### config.mk
export PLATFORM = sky130hd
export DESIGN_NAME = cnc_window
export DESIGN_NICKNAME = d
export VERILOG_FILES = /design/src/rtl/core/cnc_pkg.sv /design/src/rtl/core/cnc_window.sv
export SDC_FILE = /design/constraint.sdc
export NUM_CORES = 1
export LEC_CHECK = 0
export ABC_AREA = 1
export BUFFER_PORTS_ARGS = -buffer_cell sky130_fd_sc_hd__buf_2
export CAP_MARGIN = 25
export CORE_MARGIN = 2
export CORE_UTILIZATION = 64
export CTS_CLUSTER_DIAMETER = 80
export CTS_CLUSTER_SIZE = 14
export DETAILED_ROUTE_END_ITERATION = 7
export GPL_TIMING_DRIVEN = 0
export PLACE_DENSITY = 0.85
export SYNTH_ARGS = -nofsm -noshare
export SYNTH_HDL_FRONTEND = slang
export SYNTH_SLANG_ARGS = --single-unit
export TNS_END_PERCENT = 10
### constraint.sdc
create_clock -name clk -period 1.89 [get_ports clk]
set_input_delay 0.189 -clock clk [delete_from_list [all_inputs] [get_ports clk]]
set_output_delay 0.189 -clock clk [all_outputs]
set_load 0.02 [all_outputs]
### src/rtl/core/cnc_pkg.sv
// cnc_pkg: shared types, constants and register codes for the 3x3 filter core.
// No dependencies.
package cnc_pkg;

	localparam int MAX_LINE_BYTES_DEF = 4096;
	localparam int MAX_CHANNELS_DEF   = 4;

	localparam int PIX_W    = 8;
	localparam int RAM_W    = 2 * PIX_W;
	localparam int ROW_W    = 12;
	localparam int OCOL_W   = 12;
	localparam int ACC_W    = 20;
	localparam int CSUM_W   = 12;
	localparam int NTAPS    = 9;
	localparam int IDX_W    = 4;
	localparam int DIV_STEPS = 8;
	localparam int DCNT_W   = 3;

	localparam int PADDR_W  = 5;
	localparam int PDATA_W  = 32;
	localparam int REG_IDX_W = 3;

	localparam logic [REG_IDX_W-1:0] REG_COEF_TOP    = 3'd0;
	localparam logic [REG_IDX_W-1:0] REG_COEF_MIDDLE = 3'd1;
	localparam logic [REG_IDX_W-1:0] REG_COEF_BOTTOM = 3'd2;
	localparam logic [REG_IDX_W-1:0] REG_LINE_BYTES  = 3'd3;
	localparam logic [REG_IDX_W-1:0] REG_CHANNELS    = 3'd4;

	localparam logic [23:0] COEF_TOP_RST    = 24'h010201;
	localparam logic [23:0] COEF_MIDDLE_RST = 24'h020402;
	localparam logic [23:0] COEF_BOTTOM_RST = 24'h010201;
	localparam logic [12:0] LINE_BYTES_RST  = 13'd1024;
	localparam logic [2:0]  CHANNELS_RST    = 3'd1;

	localparam logic [PIX_W-1:0] PIX_MAX = 8'd255;
	localparam logic [ROW_W-1:0] ROW_MAX = 12'd4095;

	typedef enum logic [1:0] {
		S_IDLE,
		S_MEM,
		S_CALC,
		S_OUT
	} top_state_t;

	typedef enum logic [2:0] {
		A_IDLE,
		A_MAC,
		A_PREP,
		A_DIV,
		A_DONE
	} arith_phase_t;

	typedef struct packed {
		logic             done;
		logic [PIX_W-1:0] value;
	} arith_res_t;

endpackage

### src/rtl/core/cnc_window.sv
// cnc_window: three-row tap shift line and stride-dependent 3x3 tap selection.
// Uses cnc_pkg.
module cnc_window import cnc_pkg::*; #(
	parameter int MAX_CHANNELS = MAX_CHANNELS_DEF
) (
	input  logic                        clk,
	input  logic                        arst_n,
	input  logic                        shift_en,
	input  logic [PIX_W-1:0]            top,
	input  logic [PIX_W-1:0]            mid,
	input  logic [PIX_W-1:0]            px,
	input  logic [2:0]                  ch,
	output logic [NTAPS-1:0][PIX_W-1:0] taps
);

	localparam int TAP_COLS = 2 * MAX_CHANNELS + 1;

	logic [PIX_W-1:0] taps_q [3][TAP_COLS];

	always_ff @(posedge clk or negedge arst_n) begin
		if (!arst_n) begin
			for (int r = 0; r < 3; r++) begin
				for (int k = 0; k < TAP_COLS; k++) begin
					taps_q[r][k] <= '0;
				end
			end
		end else if (shift_en) begin
			for (int r = 0; r < 3; r++) begin
				for (int k = 0; k < TAP_COLS - 1; k++) begin
					taps_q[r][k] <= taps_q[r][k+1];
				end
			end
			taps_q[0][TAP_COLS-1] <= top;
			taps_q[1][TAP_COLS-1] <= mid;
			taps_q[2][TAP_COLS-1] <= px;
		end
	end

	// per tap: mux over the fixed positions of each legal stride
	always_comb begin
		taps = '0;
		for (int r = 0; r < 3; r++) begin
			for (int k = 0; k < 3; k++) begin
				for (int c = 1; c <= MAX_CHANNELS; c++) begin
					if (ch == 3'(c)) begin
						taps[r*3+k] = taps_q[r][TAP_COLS-1-(2-k)*c];
					end
				end
			end
		end
	end

endmodule

# After elaboration in Yosys (flattened, before gate mapping)
# Cells that the tools add are included.
# word_totals
ff_bits	216
wordCells	67
# classes
muxes	36
eq_ne	4
# ops
operator	count
two-way mux 8 bit	36
== test 3 x 2 -> 1 bit, second input constant	2
== test 3 x 1 -> 1 bit, second input constant	1
== test 3 bit, second input constant	1

# Logic depth before layout (Yosys ltp)
# Gate-level depths: netlist of run 1.
# logic_depth
depth_word	5
depth_mapped	8

# Worst setup path before layout of run 1
# Ideal clock, no wire load.
# synth_timing
path_kind	in2out
startpoint	in ch[1]
endpoint	out taps[16] (netlist name)
t_arrival_ns	1.107
path_slack_ns	0.594
required_ns	1.701
stages	5
path_cell_list	buf_4 -> nor2_4 -> nand2_2 -> buf_2 -> a21oi_1
# synth_lines
item	line	text
from (decl)	cnc_window.sv:12	input logic [2:0] ch,
to (decl)	cnc_window.sv:13	output logic [NTAPS-1:0][PIX_W-1:0] taps

==> metrics.md, run 1 <==
| Metric | Value |
|---|---|
| Status | complete, no violations |
| Synth warn | 0 |
| Critical Path Source | ch[2] |
| Yosys reg bits | around 220 |
| Die width | 130.3 µm |
| DRC | 0 |
| Total routing usage reported by global routing | 0.3492 |
| DR WL/cell | about 19 µm |
| Mean post-synth cell area | between 8 and 9 µm² |
| P per Cell Area | around 960 nW/µm² |
| Commonest non-fill, non-tap cell in the layout | dfrtp_1 |
| Vias | roughly 9200 |
| H-tree depth | 1 |
| Routed Antenna Nets | 0 |
| Root buffer cell | clkbuf_16 |
| CTS tree | built |
| Reg2Reg Setup Slack | 1060 ps |
| Depth of the most critical reg-to-reg path | 1 |
| Largest net degree at the start of global routing | 127 |
| Rows | 46 |
| Req. time, crit path | between 1500 and 2000 ps |
| Synthesized Nets | 1164 |
| Worst Path Arrival | 1510 ps |
| Worst r2r dst | taps_q[176] |
| Top Registers | taps_q x216 |
| Resized Gates After CTS | 0 |
| Area Growth Syn to Fin | 14.97% |
| P_leak | 5.464 nW |
| Max Clock Freq | ~0.6 GHz |
| First-pass GRT wire length | ~46000 µm |
| Reg clk slew, reported paths | 70 ps |
| Hold path cells | 2 |
| Post-CTS Hold Buffers | 25 |
| GRT overflow | 0 |
| Least-Margin Pin Slew | around 690 ps |
| CTS Buf Count | 19 |
| Via density per instance | between 6 and 7 |
| Most frequent cells in the layout | dfrtp_1, nand2_1, nand4_1 |
| Critical path peak fanout | 10 |
| Clock buffer depth | 3 |
| Unrepaired setup endpoints after global routing | no |
| Vias in the first global route | 9029 |
| Initial antenna violation count | 0 |
| Final setup violating endpoints | 0 |
| DIE HEIGHT | approximately 130 µm |
| DRT Pass-1 Iters | 6 |
| Placed cells | roughly 1400 |
| Minimum clock period | 1696 ps |
| Area leader, netlist | dfrtp_1 |
| Final worst-path cycle share | 0.8975 |
| Crit end category | output pin |
| Cell Count, Final, Fillers Out | about 1500 |
| Synth Instances | 1134 |
| Peak VDD IR | approximately 0.77 mV |
| Mapped Area | 10200 µm² |
| Core area | between 15000 and 20000 µm² |
| Final wirelength | ~29000 µm |
| Clock sink total | 216 |
| Synth top area share | 0.5298 |
| Dpl hpwl | 18700 µm |
| Net count, final | approximately 1300 |
| Relative slew slack | 0.5369 |
| Critical path launch point type | primary input |
| Io pins | between 100 and 150 |
| Clock skew | just over 10 ps |
| Port-buffer cells | just under 100 |
| Initial Utilization | 0.6493 |
| Drt initial violations | about 1100 |
| Netlist cell types | 22 |
| Final Slew Violations | 0 |
| Sequential share of the synthesized area | 0.5298 |
| Hold Vio Cnt, Final | 0 |
| Ranking of synthesized cells by area | dfrtp_1, nand4_1, a21oi_2 |
| Critical setup path kind | in2out |
| Worst R2R Start | taps_q[176] |
| Final setup margin | around 190 ps |
| Biggest register | taps_q |
| Min-Delay Path Class | in2reg |
| Max-cap violations | 0 |
| CP endpoint | taps[54] |
| N_diodes | 0 |
| Power Total | approximately 11 mW |
| Dpl ws | about 270 ps |
| Post-CTS Setup Bufs | 0 |
| Full die area | between 15000 and 20000 µm² |
| Worst skew pair latency | between 400 and 500 ps |
| Routability Congestion | between 0.8 and 0.9 |
| Max FFs per register | between 200 and 250 |
| Layout cells sized above 1 | 0.2161 |
Yosys cell counts:
master / count
nand2_1: 166
nand2_2: 2
buf_4: 21
buf_2: 26
nor2_4: 1
o21ai_0: 116
clkbuf_1: 21
o21ai_1: 2
nor2_1: 96
mux2_2: 2
inv_1: 119
nor2_2: 1
inv_4: 1
buf_6: 24
a21oi_2: 78
nand4_1: 144
a21oi_1: 42
dfrtp_1: 216
buf_1: 6
o21ai_2: 1
nand3_1: 48
buf_8: 1
metal layers:
metal	vias up	share of wire	GRT usage
li1	4083	-	-
met1	4444	0.40	0.4813
met2	535	0.47	0.5590
met3	106	0.093	0.05740
met4	0	0.040	0.1423
met5	-	0	0
power breakdown:
group / switching, mW / leakage [nW] / internal, mW
logic: 1.37 / 2.68 / 0.719
registers: 0.464 / 2.55 / 5.24
clock network: 1.63 / 0.239 / 1.79
logic make-up after synthesis:
group                  count (synthesis)  share of synthesized area
buffers and inverters                219                     0.1105
muxes                                  2                   0.002207
and+or+nand+nor                      458                     0.2112
DFF                                  216                     0.5298
AOI/OAI and AO/OA                    239                     0.1463
layout make-up:
class / instances / area [µm²]
Buffer: 99 / 674.4
Clock buffer: 19 / 475.5
Clock inverter: 1 / 8.758
Fill cell: 1128 / 3983
Inverter: 120 / 452.9
Multi-Input combinational cell: 699 / 3670
Sequential cell: 216 / 5405
Tap cell: 216 / 270.3
Timing Repair Buffer: 123 / 773.2
stage by stage:
step                utilization  instance area, µm²  TNS [ps]  hold WS (ps)
finish                   0.7465               11730         0         120.7
global route             0.7465               11730         0         147.9
CTS                      0.7465               11730         0         107.5
detailed placement       0.6998               11000         0         242.5
global placement         0.6974               10960   -638940         394.9
floorplan                     -               10200         0        -106.6
worst max-delay path, stage by stage:
cell and delay (ps):
buf_6 120, inv_4 100, clkbuf_1 480, nand4_1 210, nand4_1 210, buf_2 200
worst min path at each step:
| stage | start | endpoint | slack, ps |
|---|---|---|---|
| floorplan | arst_n | taps_q[0] | -110 |
| global placement | px[2] | taps_q[2] | 390 |
| detailed placement | arst_n | taps_q[150] | 240 |
| CTS | shift_en | taps_q[2] | 110 |
| global route | shift_en | taps_q[159] | 150 |
| finish | shift_en | taps_q[14] | 120 |
No activity file was read; power rests on OpenSTA's default activity.
==> run 2, diff against run 1 <==
Settings changed: CORE_MARGIN 2 to default, CORE_UTILIZATION 64 to 59, PLACE_DENSITY 0.85 to 0.8, SETUP_SLACK_MARGIN from default to 0.05.
Clock period 1.89 ns to 1.9 ns, I/O delays scaled along.
==> metrics.md, run 2 (same netlist as run 1, synthesis figures left out) <==
| Metric | Value |
|---|---|
| Peak VDD IR | 0.7370 mV (-3.8%) |
| DIE HEIGHT | 133.5 µm (+2.5%) |
| Rows | 47 (+2.2%) |
| CTS Buf Count | 19 (unchanged) |
| CP max-delay cell | buf_2 |
| Status | complete, no violations |
| Critical path launch point type | primary input |
| Initial Utilization | 0.6087 (-0.04057) |
| Top Registers | taps_q x216 |
| Vias | 9063 (-1.1%) |
| Largest net degree at the start of global routing | 115 (-9.4%) |
| Final Slew Violations | 0 (unchanged) |
| Worst path cell trace | buf_4 -> buf_2 -> buf_2 -> nand4_1 -> nand4_1 -> buf_2 |
| Unrepaired setup endpoints after global routing | no |
| Area Growth Syn to Fin | 15.24% |
| Clock sink total | 216 (unchanged) |
| Placed cells | 1452 (+0.28%) |
| Core area | 16760 µm² (+6.7%) |
| Io pins | 102 (unchanged) |
| H-tree depth | 1 (unchanged) |
| Worst skew pair latency | 490 ps (about the same) |
| Routed Antenna Nets | 0 (unchanged) |
| Full die area | 17820 µm² (+5.0%) |
| Net count, final | 1308 (unchanged) |
| Least-Margin Pin Slew | 805.3 ps (+110.7 ps) |
| Clock buffer depth | 3 (unchanged) |
| Initial antenna violation count | 0 (unchanged) |
| Port-buffer cells | 97 (unchanged) |
| Biggest register | taps_q |
| Root buffer cell | clkbuf_16 |
| N_diodes | 0 (unchanged) |
| Critical setup path kind | in2out |
| CP top delay family | buffers and inverters |
| Min-Delay Path Class | in2reg |
| Layout cells sized above 1 | 0.2174 (+0.001226) |
| P_leak | 5.475 nW (+0.21%) |
| Post-CTS Setup Bufs | 0 (unchanged) |
| Most frequent cells in the layout | dfrtp_1, nand2_1, nand4_1 |
| Critical path peak fanout | 10 (unchanged) |
| Routability Congestion | 0.8993 (+0.97%) |
| Relative slew slack | 0.4631 (-0.07378) |
| Final wirelength | 28340 µm (-2.0%) |
| Total routing usage reported by global routing | 0.3230 (-0.02615) |
| Max FFs per register | 216 (unchanged) |
| Hold Vio Cnt, Final | 0 (unchanged) |
| Drt initial violations | 992 (-7.9%) |
| DRC | 0 (unchanged) |
| Vias in the first global route | 8844 (-2.0%) |
| Clock skew | 12.34 ps (+2.142 ps) |
| Minimum clock period | about 1700 ps |
| Dpl hpwl | 18660 µm (-0.23%) |
| Max-cap violations | 0 (unchanged) |
| CP max stage delay | 310 ps (-170 ps) |
| DR WL/cell | 18.90 µm (-2.4%) |
| Cell Count, Final, Fillers Out | 1499 (+0.40%) |
| P per Cell Area | 951.5 nW/µm² (-0.43%) |
| Filler cells | 1287 (+14%) |
| First-pass GRT wire length | 45230 µm (-2.4%) |
| Final worst-path cycle share | 0.8847 |
| Reg clk slew, reported paths | 60 ps (about the same) |
| CTS tree | built |
| Crit end category | output pin |
| Req. time, crit path | 1710 ps (about the same) |
| Commonest non-fill, non-tap cell in the layout | dfrtp_1 |
| Worst Path Arrival | 1490 ps (-20 ps) |
| Die width | 133.5 µm (+2.5%) |
| Crit path buffers/inverters | 4 (unchanged) |
| Max Clock Freq | between 0.5 and 0.6 GHz |
| DRT Pass-1 Iters | 6 (unchanged) |
| Final setup violating endpoints | 0 (unchanged) |
| Via density per instance | 6.046 (-1.5%) |
| CP most frequent cell | buf_2 |
| Util after Layout | 0.7015 (-0.04501) |
| Setup TNS | 0 ps (unchanged) |
| GRT overflow | 0 (unchanged) |
## run 2: cell count changes in the layout (fill, tap and decap cells not counted)
cell / previous run / this run
clkinv_4: 0 / 1
clkbuf_8: 0 / 1
## run 2: layout make-up
type	count	area, µm²	share of cell area
inverters	120	452.9	0.03852
well taps	220	275.3	0.02341
plain buffers	99	674.4	0.05736
clock buffers	20	489.2	0.04161
clock inverters	2	17.52	0.001490
multi-input cells	699	3670	0.3121
flip-flops and latches	216	5405	0.4597
repair buffers	123	773.2	0.06577
## run 2: what timing repair did
action	in CTS	in global routing
gates resized for setup	0	0
endpoints found under the hold margin	126	0
hold buffers	25	0
## run 2: routing by layer
metal  track usage  up-vias  part of all wire
li1              -     4094                 -
met1        0.4374     4406              0.41
met2        0.5107      475              0.47
met3       0.06469       88             0.085
met4        0.1357        0             0.039
met5             0        -                 0
## run 2: per-stage QoR
step	total power [mW]	hold WS, ps	instance area [µm²]	worst slack [ps]
global route	11.65	135.4	11760	203.1
floorplan	6.962	-105.6	10200	602.2
CTS	11.18	91.50	11760	278.7
detailed placement	7.719	286.4	11000	285.9
global placement	7.635	397.3	10960	-3003
finish	11.19	113.5	11760	219.1
## run 2: final timing paths
| check | from | endpoint | depth (start not counted) | slack [ps] |
|---|---|---|---|---|
| max | ch[1] | taps[37] | 6 | 220 |
| min | shift_en | taps_q[1] | 2 | 110 |
| max reg2reg | taps_q[176] | taps_q[176] | 1 | 1050 |
| min reg2reg | taps_q[151] | taps_q[159] | 2 | 480 |
| max in group asynchronous | arst_n | taps_q[196] | 3 | 580 |
| min in group asynchronous | arst_n | taps_q[131] | 2 | 300 |
## run 2: report_power, final
group          leakage (nW)  switching (mW)  internal (mW)
combinational          2.68            1.34          0.715
clock                 0.250            1.63           1.83
sequential             2.55           0.454           5.21
total                  5.48            3.43           7.76
