<file path="config.mk">
export PLATFORM = sky130hd
export DESIGN_NAME = cnc_arith
export DESIGN_NICKNAME = d
export VERILOG_FILES = /design/src/rtl/core/cnc_pkg.sv /design/src/rtl/core/cnc_arith.sv
export SDC_FILE = /design/constraint.sdc
export NUM_CORES = 1
export LEC_CHECK = 0
export ABC_CLOCK_PERIOD_IN_PS = 15000
export BUFFER_PORTS_ARGS = -buffer_cell sky130_fd_sc_hd__buf_2
export CAP_MARGIN = 20
export CORE_AREA = 2 2 127 129
export CTS_CLUSTER_SIZE = 30
export DETAILED_ROUTE_END_ITERATION = 10
export DIE_AREA = 0 0 129 131
export GPL_ROUTABILITY_DRIVEN = 0
export HOLD_SLACK_MARGIN = 0.03
export PLACE_DENSITY_LB_ADDON = 0.15
export SLEW_MARGIN = 20
export SYNTH_ARGS = -nofsm -noshare
export SYNTH_HDL_FRONTEND = slang
export SYNTH_SLANG_ARGS = --single-unit
export TNS_END_PERCENT = 50
</file>
<file path="constraint.sdc">
create_clock -name clk -period 15 [get_ports clk]
set_input_delay 3 -clock clk [delete_from_list [all_inputs] [get_ports clk]]
set_output_delay 3 -clock clk [all_outputs]
set_load 0.005 [all_outputs]
</file>
<file path="src/rtl/core/cnc_pkg.sv">
// cnc_pkg: shared types, constants and register codes for the 3x3 filter core.
// No dependencies.
package cnc_pkg;

	localparam int MAX_LINE_BYTES_DEF = 4096;
	localparam int MAX_CHANNELS_DEF   = 4;

	localparam int PIX_W    = 8;
	localparam int RAM_W    = 2 * PIX_W;
	localparam int ROW_W    = 12;
	localparam int OCOL_W   = 12;
	localparam int ACC_W    = 20;
	localparam int CSUM_W   = 12;
	localparam int NTAPS    = 9;
	localparam int IDX_W    = 4;
	localparam int DIV_STEPS = 8;
	localparam int DCNT_W   = 3;

	localparam int PADDR_W  = 5;
	localparam int PDATA_W  = 32;
	localparam int REG_IDX_W = 3;

	localparam logic [REG_IDX_W-1:0] REG_COEF_TOP    = 3'd0;
	localparam logic [REG_IDX_W-1:0] REG_COEF_MIDDLE = 3'd1;
	localparam logic [REG_IDX_W-1:0] REG_COEF_BOTTOM = 3'd2;
	localparam logic [REG_IDX_W-1:0] REG_LINE_BYTES  = 3'd3;
	localparam logic [REG_IDX_W-1:0] REG_CHANNELS    = 3'd4;

	localparam logic [23:0] COEF_TOP_RST    = 24'h010201;
	localparam logic [23:0] COEF_MIDDLE_RST = 24'h020402;
	localparam logic [23:0] COEF_BOTTOM_RST = 24'h010201;
	localparam logic [12:0] LINE_BYTES_RST  = 13'd1024;
	localparam logic [2:0]  CHANNELS_RST    = 3'd1;

	localparam logic [PIX_W-1:0] PIX_MAX = 8'd255;
	localparam logic [ROW_W-1:0] ROW_MAX = 12'd4095;

	typedef enum logic [1:0] {
		S_IDLE,
		S_MEM,
		S_CALC,
		S_OUT
	} top_state_t;

	typedef enum logic [2:0] {
		A_IDLE,
		A_MAC,
		A_PREP,
		A_DIV,
		A_DONE
	} arith_phase_t;

	typedef struct packed {
		logic             done;
		logic [PIX_W-1:0] value;
	} arith_res_t;

endpackage

</file>
<file path="src/rtl/core/cnc_arith.sv">
// cnc_arith: serial multiply-accumulate over the nine taps, then sign handling,
// saturation and an eight-step restoring divide. Uses cnc_pkg.
module cnc_arith import cnc_pkg::*; (
	input  logic                        clk,
	input  logic                        arst_n,
	input  logic                        start,
	input  logic [NTAPS-1:0][PIX_W-1:0] pix,
	input  logic [NTAPS-1:0][PIX_W-1:0] coef,
	output arith_res_t                  res
);

	localparam int MAGA_W = ACC_W - 1;
	localparam int MAGC_W = CSUM_W - 1;

	arith_phase_t phase_q, phase_d;

	logic        [IDX_W-1:0]  idx_q;
	logic signed [ACC_W-1:0]  acc_q;
	logic signed [CSUM_W-1:0] csum_q;
	logic        [MAGC_W-1:0] rem_q;
	logic        [MAGC_W-1:0] magc_q;
	logic        [PIX_W-1:0]  dvd_q;
	logic        [PIX_W-1:0]  quo_q;
	logic        [DCNT_W-1:0] dcnt_q;
	logic        [PIX_W-1:0]  value_q;

	logic signed [PIX_W-1:0]   coef_sel;
	logic signed [PIX_W:0]     pix_sel;
	logic signed [2*PIX_W:0]   prod;
	logic                      acc_neg;
	logic                      csum_neg;
	logic        [ACC_W-1:0]   acc_abs;
	logic        [CSUM_W-1:0]  csum_abs;
	logic        [MAGA_W-1:0]  maga;
	logic        [MAGC_W-1:0]  magc;
	logic                      over;
	logic        [MAGC_W:0]    trial;
	logic                      qbit;
	logic        [MAGC_W:0]    trial_sub;

	always_comb begin
		coef_sel  = $signed(coef[idx_q]);
		pix_sel   = $signed({1'b0, pix[idx_q]});
		prod      = coef_sel * pix_sel;
		acc_neg   = acc_q[ACC_W-1];
		csum_neg  = csum_q[CSUM_W-1];
		acc_abs   = acc_neg ? (~acc_q + ACC_W'(1)) : acc_q;
		csum_abs  = csum_neg ? (~csum_q + CSUM_W'(1)) : csum_q;
		maga      = acc_abs[MAGA_W-1:0];
		magc      = csum_abs[MAGC_W-1:0];
		over      = maga >= {magc, {PIX_W{1'b0}}};
		trial     = {rem_q, dvd_q[PIX_W-1]};
		qbit      = trial >= {1'b0, magc_q};
		trial_sub = trial - {1'b0, magc_q};
	end

	always_ff @(posedge clk or negedge arst_n) begin
		if (!arst_n) begin
			phase_q <= A_IDLE;
		end else begin
			phase_q <= phase_d;
		end
	end

	always_comb begin
		phase_d  = phase_q;
		res.done = 1'b0;
		res.value = value_q;
		unique case (phase_q)
			A_IDLE: begin
				if (start) begin
					phase_d = A_MAC;
				end
			end
			A_MAC: begin
				if (idx_q == IDX_W'(NTAPS - 1)) begin
					phase_d = A_PREP;
				end
			end
			A_PREP: begin
				if (csum_q == '0 || acc_q == '0 || (acc_neg ^ csum_neg) || over) begin
					phase_d = A_DONE;
				end else begin
					phase_d = A_DIV;
				end
			end
			A_DIV: begin
				if (dcnt_q == DCNT_W'(DIV_STEPS - 1)) begin
					phase_d = A_DONE;
				end
			end
			A_DONE: begin
				res.done = 1'b1;
				phase_d  = A_IDLE;
			end
			default: begin
				phase_d = A_IDLE;
			end
		endcase
	end

	always_ff @(posedge clk) begin
		unique case (phase_q)
			A_IDLE: begin
				if (start) begin
					idx_q  <= '0;
					acc_q  <= '0;
					csum_q <= '0;
				end
			end
			A_MAC: begin
				idx_q  <= idx_q + IDX_W'(1);
				acc_q  <= acc_q + ACC_W'(prod);
				csum_q <= csum_q + CSUM_W'(coef_sel);
			end
			A_PREP: begin
				priority if (csum_q == '0) begin
					if (acc_neg) begin
						value_q <= '0;
					end else if (|acc_q[ACC_W-2:PIX_W]) begin
						value_q <= PIX_MAX;
					end else begin
						value_q <= acc_q[PIX_W-1:0];
					end
				end else if (acc_q == '0 || (acc_neg ^ csum_neg)) begin
					value_q <= '0;
				end else if (over) begin
					value_q <= PIX_MAX;
				end else begin
					rem_q  <= maga[MAGA_W-1:PIX_W];
					dvd_q  <= maga[PIX_W-1:0];
					magc_q <= magc;
					quo_q  <= '0;
					dcnt_q <= '0;
				end
			end
			A_DIV: begin
				rem_q  <= qbit ? trial_sub[MAGC_W-1:0] : trial[MAGC_W-1:0];
				dvd_q  <= {dvd_q[PIX_W-2:0], 1'b0};
				quo_q  <= {quo_q[PIX_W-2:0], qbit};
				dcnt_q <= dcnt_q + DCNT_W'(1);
				if (dcnt_q == DCNT_W'(DIV_STEPS - 1)) begin
					value_q <= {quo_q[PIX_W-2:0], qbit};
				end
			end
			A_DONE: begin
			end
			default: begin
			end
		endcase
	end

endmodule

</file>
# --- Word-level counts from Yosys, hierarchy flattened ---
# Cells that the tools add are included.
word_totals:
  register_bits: 87
  inputBits: 147
  out_inout_bits: 9
  word_cells: 97
op_classes:
  addsub: 7
  multipliers: 1
  order_cmp: 3
  eq_ne: 13
  muxes: 42
  n_bitwise: 6
  reduce_logical: 15
ops:
  columns: ["cell", "n"]
  rows:
  - ["2-to-1 mux 8 bit", 11]
  - ["binary-select mux 8 bit (select 4 bit)", 2]
  - ["2-to-1 mux 11 bit", 5]
  - ["case mux 20 bit (2 select lines)", 1]
  - ["case mux 8 bit (2 select lines)", 2]
  - ["case mux 12 bit (2 select lines)", 1]
  - ["case mux 11 bit (2 select lines)", 1]
  - ["2-to-1 mux 3 bit", 7]
  - ["2-to-1 mux 7 bit", 3]
  - ["adder 20 x 17 -> 20 bit", 1]
  - ["zero test 20 bit", 1]
  - ["2-to-1 mux 20 bit", 1]
  - ["adder 19 x 2 -> 19 bit, second input constant", 1]
  - [">= comparator 19 bit", 1]
  - ["2-to-1 mux 19 bit", 1]
  - ["NOT 19 bit", 1]
  - ["multiplier 8 x 9 -> 17 bit", 1]
  - ["case mux 7 bit (2 select lines)", 1]
  - ["adder 12 x 8 -> 12 bit", 1]
  - [">= comparator 12 x 11 -> 1 bit", 1]
  - ["zero test 12 bit", 1]
  - ["2-to-1 mux 12 bit", 1]
  - ["!= test 2 bit, second input constant", 6]
  - ["case mux 3 bit (4 select lines)", 1]
  - ["other kinds (24)", 34]

# --- Longest topological paths before layout ---
# Gate-level depths: netlist of the first run.
depth:
  ltp_word: 8
  mapped_depth: 25
  ltp_nobuf: 23

# --- Worst setup path before layout of the first run ---
# No wires, ideal clock.
synth_timing:
  path_kind: "in2reg"
  from: "input port coef[60] (netlist bit)"
  to: "register acc_q[19], data pin"
  setup_ps: 254
  arrival_ps: 7971
  required_time_ps: 14746
  path_slack_ps: 6775
  path_stages: 19
  n_path_buf: 0
  cell_sequence: "mux4_2 mux2i_1 nor2_1 a21oi_2 nor2_1 fa_1 inv_1 fa_1 inv_1 fa_1 fa_1 fa_1 ha_1 o21ai_0 o21ai_0 a31oi_1 o2bb2ai_1 o2111ai_1 a21bo_1"
synth_via:
  elab_chain_len: 5
synth_lines:
  columns: ["item", "line", "source"]
  rows:
  - ["from (decl)", "cnc_arith.sv:8", "input logic [NTAPS-1:0][PIX_W-1:0] coef,"]
  - ["binary-select mux 8 bit (select 4 bit)", "cnc_arith.sv:42", "coef_sel = $signed(coef[idx_q]);"]
  - ["2-to-1 mux 8 bit (implied by the code)", "cnc_arith.sv:42", null]
  - ["multiplier 8 x 9 -> 17 bit", "cnc_arith.sv:44", "prod = coef_sel * pix_sel;"]
  - ["adder 20 x 17 -> 20 bit", "cnc_arith.sv:113", "acc_q <= acc_q + ACC_W'(prod);"]
  - ["case mux 20 bit (2 select lines)", "cnc_arith.sv:103", "unique case (phase_q)"]
  - ["to (signal assigned)", "cnc_arith.sv:113", null]
  - ["to (decl)", "cnc_arith.sv:18", "logic signed [ACC_W-1:0] acc_q;"]
# Every way passes these cells. The select of a mux whose other input is x is not followed.
# A chain may end at the register's enable or synchronous reset.

# --- Final worst setup path of the first run ---
# Same ends and word-level chain as after synthesis.

==> reports/results.env, run 1 <==
LAYOUT_MIN_CYCLE_TIME_NS=8.715
AVGSYNTHCELLAREA_UM2=9.852
TIMING_WORST_SETUP_PATH_TYPE='primary input to register'
SYNTH_FF_TYPE='sky130_fd_sc_hd__edfxtp_1'
CRITICAL-PATH-SLOWEST-CELL='sky130_fd_sc_hd__fa_1'
SYNTH_NETS=1270
CLOCK_TREE_FROM_TRITONCTS='yes'
MET3ROUTEDLENGTH_UM=1009
REG2REG_FROM='idx_q[0]$_SDFFCE_PN0P_'
ASYNCSETRESETFLOPFRACSYNTH_PCT=3.448
TIMING.HOLD.WORST_ENDPOINT='dvd_q[5]$_DFFE_PP_'
PIN_COUNT_OF_THE_BIGGEST_NET_ENTERING_GLOBAL_ROUTING=38
NETLIST.TOP_CELL.BY_AREA='sky130_fd_sc_hd__edfxtp_1'
AREAGROWTHSYNTHTOFINISH_PCT=12.80
FP.DIEAREA_MM2=0.01690
DR.MAX_LAYER_USED='met4'
POST-SYNTH-TOP-AREA-FRACTION_PCT=26.37
FINAL-SETUP-VIOL-COUNT=0
VIAS_IN_THE_FIRST_GLOBAL_ROUTE=7548
SETUP_TOTAL_NEGATIVE_SLACK_NS=0
ANTENNA_VIOLATIONS_BEFORE_REPAIR=0
FINALNETCOUNT=1413
SYN-INSTANCE-COUNT=971
FP.COREAREA_MM2=0.01560
MAX_STAGE_DELAY_NS=0.57
GLOBALROUTE.TOTALOVERFLOW=0
FP.DIEW_UM=129
HOLD_PATH_CLASS='register to register'
TIMING.CRITICAL_PATH.FANOUT_MAX=9
DRTANTENNAVIOLNETS=0
DP_HPWL_UM=17930
FINAL.HOLD.WORST_SLACK_NS=0.5397
TIMING.CLOCK.SKEW_NS=0.01371
CP_DATA_ARRIVAL_TIME_NS=8.83
IO-PIN-COUNT=156
CTS.HOLD.BUFFERS_ADDED=0
PERIOD_SHARE_PCT=58.10
FP-ROW-COUNT=46
CTS.PATH.MAX_BUFFERS=2
RSZ0062_AT_GRT='no'
MET2_LENGTH_UM=11670
REGISTER_BIT_TOTAL_FROM_SYNTHESIS=87
CTS_ROOT_BUF='sky130_fd_sc_hd__clkbuf_16'
CLOCK_SINK_COUNT=87
CLK_PIN_SLEW_WORST_PATHS_NS=0.07
POST_ROUTE_CELLS_DRIVE_ABOVE_1_SHARE_PCT=21.72
GRT_PASS1_WL_UM=35560
PLACEMENT.IO_BUFFERS=155
RUN_STATUS='complete, no violations'
DRTPASS1ITERATIONS=5
SLEW_VIOLATIONS=0
TIMING.CRITICAL_PATH.CELLS='buf_2, mux4_2, mux2i_1, nor2_1, a21oi_2, nor2_1, fa_1, inv_1, fa_1, inv_1, fa_1, fa_1, fa_1, ha_1, o21ai_0, o21ai_0, a31oi_1, o2bb2ai_1, o2111ai_1, a21bo_1'
SEQ_AREA_FRAC_SYNTH_PCT=27.15
DETAILED_ROUTE_ITER0_VIOLATIONS=601
NUMCTSBUFFERS=9
LEADING_CELL_TYPE_IN_THE_LAYOUT_FILL_AND_TAPS_EXCLUDED='sky130_fd_sc_hd__buf_2'
HOLD_PATH_DEPTH=2
REG2REGPATHDEPTH=18
SYNTH-EDFF-COUNT=84
LEADING_CELL_TYPES_IN_THE_LAYOUT_FILL_AND_TAPS_EXCLUDED='sky130_fd_sc_hd__buf_2, sky130_fd_sc_hd__nor2_1, sky130_fd_sc_hd__inv_1, sky130_fd_sc_hd__ha_1, sky130_fd_sc_hd__edfxtp_1'
SYNTH_CELL_TYPES=73
ACTUAL_SLEW_AT_THE_WORST_MAX_SLEW_PIN_NS=1.024
CRIT_PATH_START_KIND='primary input'
FINAL_HOLD_VIOL_COUNT=0
MULTIINPUTGATEAREA_MM2=0.006377
POST-CTS-SETUP-BUFFERS=0
CHIP_HEIGHT_UM=131
VIASPERCELL=5.786
FILL_COUNT=1256
CLK_LATENCY_WORST_SKEW_PAIR_NS=0.36
GRT_USE_TOTAL_PCT=26.95
YS_WARN_COUNT=0
CTS-RESIZED-GATES=0
MAXCAP_VIOLATIONS=0
ANTENNA_DIODE_COUNT=0
REGTOREGENDPOINT='acc_q[19]$_SDFFCE_PN0P_'
DRC=0
REGISTER_AREA_MM2=0.002597
DR_TOTAL_VIAS=7724
CTSHTREEMAXLEVEL=3
POST_SYNTH_MAIN_AREA_CONTRIBUTORS='sky130_fd_sc_hd__edfxtp_1, sky130_fd_sc_hd__ha_1, sky130_fd_sc_hd__fa_1, sky130_fd_sc_hd__mux4_2, sky130_fd_sc_hd__nor2_1'
MAX_FREQ_GHz=0.1147
MAX_SLEW_MARGIN_PCT=31.74
REGTOREGSETUPSLACK_NS=8.01
CRITPATHREQUIREDTIME_NS=15.11
INITIAL_CORE_UTIL_PCT=61.33
WL_MET1_UM=9297
SYNTHESIZED_CELL_AREA_MM2=0.009567
TOTALWIRELENGTH_UM=22480
TIMING.HOLD.WORST.START='dvd_q[4]$_DFFE_PP_'
WORST_PATH_MOST_REPEATED_CELL='sky130_fd_sc_hd__fa_1'
ROUTED_WL_PER_CELL_UM=16.84
CRIT_PATH_END_KIND='register'
## worst max path at each step
stage | cells after the start | to | start
6_report | 20 | acc_q[19]$_SDFFCE_PN0P_ | coef[60]
5_1_grt | 20 | acc_q[19]$_SDFFCE_PN0P_ | coef[60]
4_1_cts | 20 | acc_q[19]$_SDFFCE_PN0P_ | coef[60]
3_5_place_dp | 20 | acc_q[19]$_SDFFCE_PN0P_ | coef[60]
3_3_place_gp | 20 | acc_q[19]$_SDFFCE_PN0P_ | coef[12]
2_1_floorplan | 19 | acc_q[19]$_SDFFCE_PN0P_ | coef[60]
## worst max-delay path, delay by kind of cell
kind | cells | cell delay [ns]
AOI/OAI and AO/OA | 7 | 1.94
muxes | 2 | 0.61
and+or+nand+nor | 2 | 0.22
adders and majority gates | 6 | 2.84
buffers and inverters | 3 | 0.21
## sequential cells by signal, summed over array words and instances (netlist names)
signal,flops
acc_q,20
csum_q,12
magc_q,11
rem_q,11
dvd_q,8
value_q,8
quo_q,7
idx_q,4
dcnt_q,3
phase_q,3
## cells in the mapped netlist, drive strengths merged, types with 2 or more instances
cell and n:
a2111oi 2, a211oi 16, a21o 6, a21oi 55, a22oi 2, a31oi 7, a41oi 2, and2 15
and3 12, and4 4, buf 19, clkbuf 14, dfrtp 3, edfxtp 84, fa 53, ha 99
inv 113, mux2i 18, mux4 32, nand2 55, nand2b 12, nand3 13, nand3b 4, nand4 7
nor2 130, nor2b 12, nor3 26, nor3b 2, nor4 6, nor4b 3, o2111ai 6, o211a 2
o211ai 5, o21a 8, o21ai 33, o31a 4, o31ai 6, o41ai 2, or2 7, or3 3
xnor2 31, xor2 23
## area by class of cell
| type | count | share of cell area (%) |
|---|---|---|
| Clock buffer | 9 | 2.087 |
| Clock inverter | 7 | 0.4290 |
| Inverter | 113 | 3.930 |
| Multi-Input combinational cell | 738 | 59.10 |
| Sequential cell | 87 | 24.07 |
| Tap cell | 216 | 2.504 |
| Timing Repair Buffer | 165 | 7.884 |
## kinds of logic (layout without fill, tap and decap cells)
kind of cell / after synthesis / in the layout / synth area share [%]
compound gates: 169 / 169 / 12.31
simple gates: 313 / 313 / 15.76
buf+inv: 146 / 294 / 6.304
mux: 50 / 50 / 9.417
xor+xnor: 54 / 54 / 5.022
flops: 87 / 87 / 27.15
fa+ha+maj: 152 / 152 / 24.04
## stage by stage
| stage | cells | util (%) | setup WS, ns | area [µm²] |
|---|---|---|---|---|
| after floorplan | 971 | - | 6.775 | 9567 |
| after CTS | 1335 | 69.19 | 6.281 | 10790 |
| after global routing | 1335 | 69.19 | 5.914 | 10790 |
| after global placement | 1319 | 67.45 | 6.165 | 10520 |
| after detailed placement | 1319 | 67.45 | 5.973 | 10520 |
| final | 1335 | 69.19 | 6.285 | 10790 |
## routing by layer
| metal | vias to the layer above | global-route usage [%] |
|---|---|---|
| met1 | 3717 | 34.02 |
| li1 | 3740 | - |
| met3 | 41 | 2.932 |
| met4 | 0 | 9.910 |
| met2 | 226 | 48.21 |
| met5 | - | 0 |
Power of run 1 is left out: the tool's default activity adds up to more than one toggle a clock period on the data nets, which glitch-free logic cannot reach.
==> run 2, diff against run 1 <==
ABC_AREA = 1   (was not set)
ABC_CLOCK_PERIOD_IN_PS = 8900   (was 15000)
CORE_AREA = 2 2 133 135   (was 2 2 127 129)
DIE_AREA = 0 0 135 137   (was 0 0 129 131)
clock period = 8.9 ns   (was 15 ns; I/O delays follow)
==> run 2 against run 1 <==
Net effect: first-iteration DRC count fell by 6.0%; worst setup slack worse by 4.1 ns; final cell count rose by 23%; via count increased by 17%; largest cell class unchanged; area after synthesis up 3.2%.
==> reports/results.env, run 2 <==
GRT_BUSIEST_LAYER='met2'
PERIOD_SHARE_PCT=75.93
REGISTER_AREA_MM2=0.002597
POST-CTS-SETUP-BUFFERS=0
FP-ROW-COUNT=48
POST_SYNTH_MAIN_AREA_CONTRIBUTORS='sky130_fd_sc_hd__edfxtp_1, sky130_fd_sc_hd__ha_1, sky130_fd_sc_hd__fa_1, sky130_fd_sc_hd__nand2_1, sky130_fd_sc_hd__inv_1'
PLACE_INST=1628
NETLIST.TOP_CELL.BY_AREA='sky130_fd_sc_hd__edfxtp_1'
MAXCAP_VIOLATIONS=0
MAX_SLEW_MARGIN_PCT=30.10
ACTUAL_SLEW_AT_THE_WORST_MAX_SLEW_PIN_NS=1.041
REG2REGPATHDEPTH=22
INITIAL_CORE_UTIL_PCT=57.89
LEADING_CELL_TYPES_IN_THE_LAYOUT_FILL_AND_TAPS_EXCLUDED='sky130_fd_sc_hd__nand2_1, sky130_fd_sc_hd__inv_1, sky130_fd_sc_hd__buf_2, sky130_fd_sc_hd__nor2_1, sky130_fd_sc_hd__ha_1'
CTS_ROOT_BUF='sky130_fd_sc_hd__clkbuf_16'
SYNTHTOPCELLSBYCOUNT='sky130_fd_sc_hd__nand2_1, sky130_fd_sc_hd__inv_1, sky130_fd_sc_hd__nor2_1'
CRITPATHREQUIREDTIME_NS=8.99
GRT_PASS1_WL_UM=41300
NUMCTSBUFFERS=9
DRC=0
SYNTH_CELL_TYPES=53
CHIP_HEIGHT_UM=137
PIN_COUNT_OF_THE_BIGGEST_NET_ENTERING_GLOBAL_ROUTING=69
CRIT_PATH_START_KIND='register'
CP_DATA_ARRIVAL_TIME_NS=6.85
TOTALWIRELENGTH_UM=24870
FILL_COUNT=1539
CRIT_PATH_END_KIND='register'
FP.DIEW_UM=135
HOLD_PATH_CLASS='register to register'
LAYOUT.CELLS.NON_FILLER=1644
CLK_PIN_SLEW_WORST_PATHS_NS=0.07
LARGEST_REG_FLOPS=20
FP.COREAREA_MM2=0.01706
GLOBALROUTE.TOTALOVERFLOW=0
ANTENNA_DIODE_COUNT=0
HOLD_PATH_DEPTH=2
YS_WARN_COUNT=0
TIMING.HOLD.WORST.START='dvd_q[6]$_DFFE_PP_'
ASYNCSETRESETFLOPFRACSYNTH_PCT=3.448
DR_TOTAL_VIAS=9056
DRTPASS1ITERATIONS=5
PLACEMENT.IO_BUFFERS=155
CLK_LATENCY_WORST_SKEW_PAIR_NS=0.34
CTS-RESIZED-GATES=0
VIAS_IN_THE_FIRST_GLOBAL_ROUTE=8920
SEQ_AREA_FRAC_SYNTH_PCT=26.31
FINAL-SETUP-VIOL-COUNT=0
FP.DIEAREA_MM2=0.01850
DETAILED_ROUTE_ITER0_VIOLATIONS=565
RSZ0062_AT_GRT='no'
LEADING_CELL_TYPE_IN_THE_LAYOUT_FILL_AND_TAPS_EXCLUDED='sky130_fd_sc_hd__nand2_1'
POST_ROUTE_CELLS_DRIVE_ABOVE_1_SHARE_PCT=16.28
CTS.PATH.MAX_BUFFERS=2
YOSYSMOSTFREQUENTCELL='sky130_fd_sc_hd__nand2_1'
DRTANTENNAVIOLNETS=0
TIMING_WORST_SETUP_PATH_TYPE='register to register'
GLOBALROUTEMET2UTIL_PCT=51.44
CTSHTREEMAXLEVEL=3
CTS.HOLD.BUFFERS_ADDED=0
SYN-INSTANCE-COUNT=1281
LAYOUT_MIN_CYCLE_TIME_NS=6.758
REGTOREGSETUPSLACK_NS=2.14
REGTOREGENDPOINT='acc_q[18]$_SDFFCE_PN0P_'
AREAGROWTHSYNTHTOFINISH_PCT=11.57
MET1_TRACK_DEMAND_OVER_RESOURCE_IN_GLOBAL_ROUTING_PCT=34.03
GLOBAL_ROUTE.USAGE.MET3_PCT=3.111
TIMING.HOLD.WORST_ENDPOINT='dvd_q[7]$_DFFE_PP_'
POST-SYNTH-TOP-AREA-FRACTION_PCT=25.54
REG2REG_FROM='idx_q[0]$_SDFFCE_PN0P_'
MAX_FREQ_GHz=0.1480
REGISTER_BIT_TOTAL_FROM_SYNTHESIS=87
SETUP_TOTAL_NEGATIVE_SLACK_NS=0
SYNTHESIZED_CELL_AREA_MM2=0.009874
TOP_REGISTER='acc_q'
GRT_USE_TOTAL_PCT=27.85
REG.LARGEST.LIST='acc_q (20), csum_q (12)'
CLOCK_TREE_FROM_TRITONCTS='yes'
ROUTED_WL_PER_CELL_UM=15.13
SYNTH-EDFF-COUNT=84
CLOCK_SINK_COUNT=87
SLEW_VIOLATIONS=0
RUN_STATUS='complete, no violations'
IO-PIN-COUNT=156
VIASPERCELL=5.509
AVGSYNTHCELLAREA_UM2=7.708
MULTIINPUTGATEAREA_MM2=0.006183
TIMING.CLOCK.SKEW_NS=0.01467
DP_HPWL_UM=19700
FINAL_HOLD_VIOL_COUNT=0
TIMING.CRITICAL_PATH.FANOUT_MAX=68
FINALNETCOUNT=1713
ANTENNA_VIOLATIONS_BEFORE_REPAIR=0
SYNTH_NETS=1580
SYNTH_FF_TYPE='sky130_fd_sc_hd__edfxtp_1'
run 2: cell count changes in the layout (fill, tap and decap cells not counted), sizes merged, moves of 19 or more:
cell	change
a21oi	+19
inv	+116
mux4	-32
nand2	+183
nand3	+42
nor2	+19
o21ai	+90
o221ai	+26
xnor2	-21
run 2: how the worst max path moves through the flow:
| stage | start | to | slack, ns |
|---|---|---|---|
| final | idx_q[0]$_SDFFCE_PN0P_ | acc_q[18]$_SDFFCE_PN0P_ | 2.14 |
| after global routing | idx_q[0]$_SDFFCE_PN0P_ | acc_q[18]$_SDFFCE_PN0P_ | 1.59 |
| after CTS | idx_q[0]$_SDFFCE_PN0P_ | acc_q[18]$_SDFFCE_PN0P_ | 2.18 |
| after detailed placement | pix[43] | acc_q[18]$_SDFFCE_PN0P_ | 2.00 |
| after global placement | pix[43] | acc_q[18]$_SDFFCE_PN0P_ | 2.06 |
| after floorplan | coef[12] | acc_q[18]$_SDFFCE_PN0P_ | 2.59 |
run 2: metal layers:
metal / vias to the layer above / part of all wire [%]
li1: 4501 / -
met1: 4185 / 42
met2: 328 / 51
met3: 42 / 5.1
met4: 0 / 2.2
met5: - / 0
run 2: per-stage QoR:
stage / setup WS (ns) / area [µm²] / hold WS (ns) / util [%]
6_report: 2.142 / 11020 / 0.5405 / 64.59
5_1_grt: 1.586 / 11020 / 0.5565 / 64.59
4_1_cts: 2.177 / 11010 / 0.5423 / 64.58
3_5_place_dp: 2.002 / 10740 / 0.5209 / 62.98
3_3_place_gp: 2.055 / 10740 / 0.5061 / 62.98
2_1_floorplan: 2.589 / 9874 / 0.4947 / -
run 2: kinds of logic (layout without fill, tap and decap cells):
group                      count (synthesis)  after routing  synth area share, %
and+or+nand+nor                          473            473                20.38
AOI/OAI and AO/OA                        268            268                16.00
buffers and inverters                    268            406                11.10
adders and majority gates                152            152                23.29
DFF                                       87             87                26.31
xor gates and xnor gates                  33             33                2.927
run 2: area by class of cell:
type                    instances  share of cell area, %
multi-input cells             926                  56.13
flip-flops and latches         87                  23.58
clock inverters                 7                 0.4202
well taps                     225                  2.555
inverters                     229                  7.825
repair buffers                161                  7.450
clock buffers                   9                  2.044
run 2: critical path, stage by stage (launching register included):
cell and delay [ns]:
sky130_fd_sc_hd__edfxtp_1 0.37, sky130_fd_sc_hd__buf_4 0.32, sky130_fd_sc_hd__inv_2 0.81, sky130_fd_sc_hd__nand3_1 0.29, sky130_fd_sc_hd__inv_2 0.29, sky130_fd_sc_hd__nand2_1 0.17, sky130_fd_sc_hd__nand2_4 0.25, sky130_fd_sc_hd__nand3_1 0.15
sky130_fd_sc_hd__fa_1 0.54, sky130_fd_sc_hd__fa_1 0.54, sky130_fd_sc_hd__inv_1 0.05, sky130_fd_sc_hd__fa_1 0.50, sky130_fd_sc_hd__fa_1 0.57, sky130_fd_sc_hd__fa_1 0.42, sky130_fd_sc_hd__ha_1 0.36, sky130_fd_sc_hd__a21oi_1 0.14
sky130_fd_sc_hd__nand2_1 0.12, sky130_fd_sc_hd__a21boi_1 0.18, sky130_fd_sc_hd__inv_1 0.09, sky130_fd_sc_hd__nand3_1 0.07, sky130_fd_sc_hd__nand2_1 0.07, sky130_fd_sc_hd__o21ai_1 0.12, sky130_fd_sc_hd__a21oi_1 0.05
Power of run 2 is left out for the same reason.
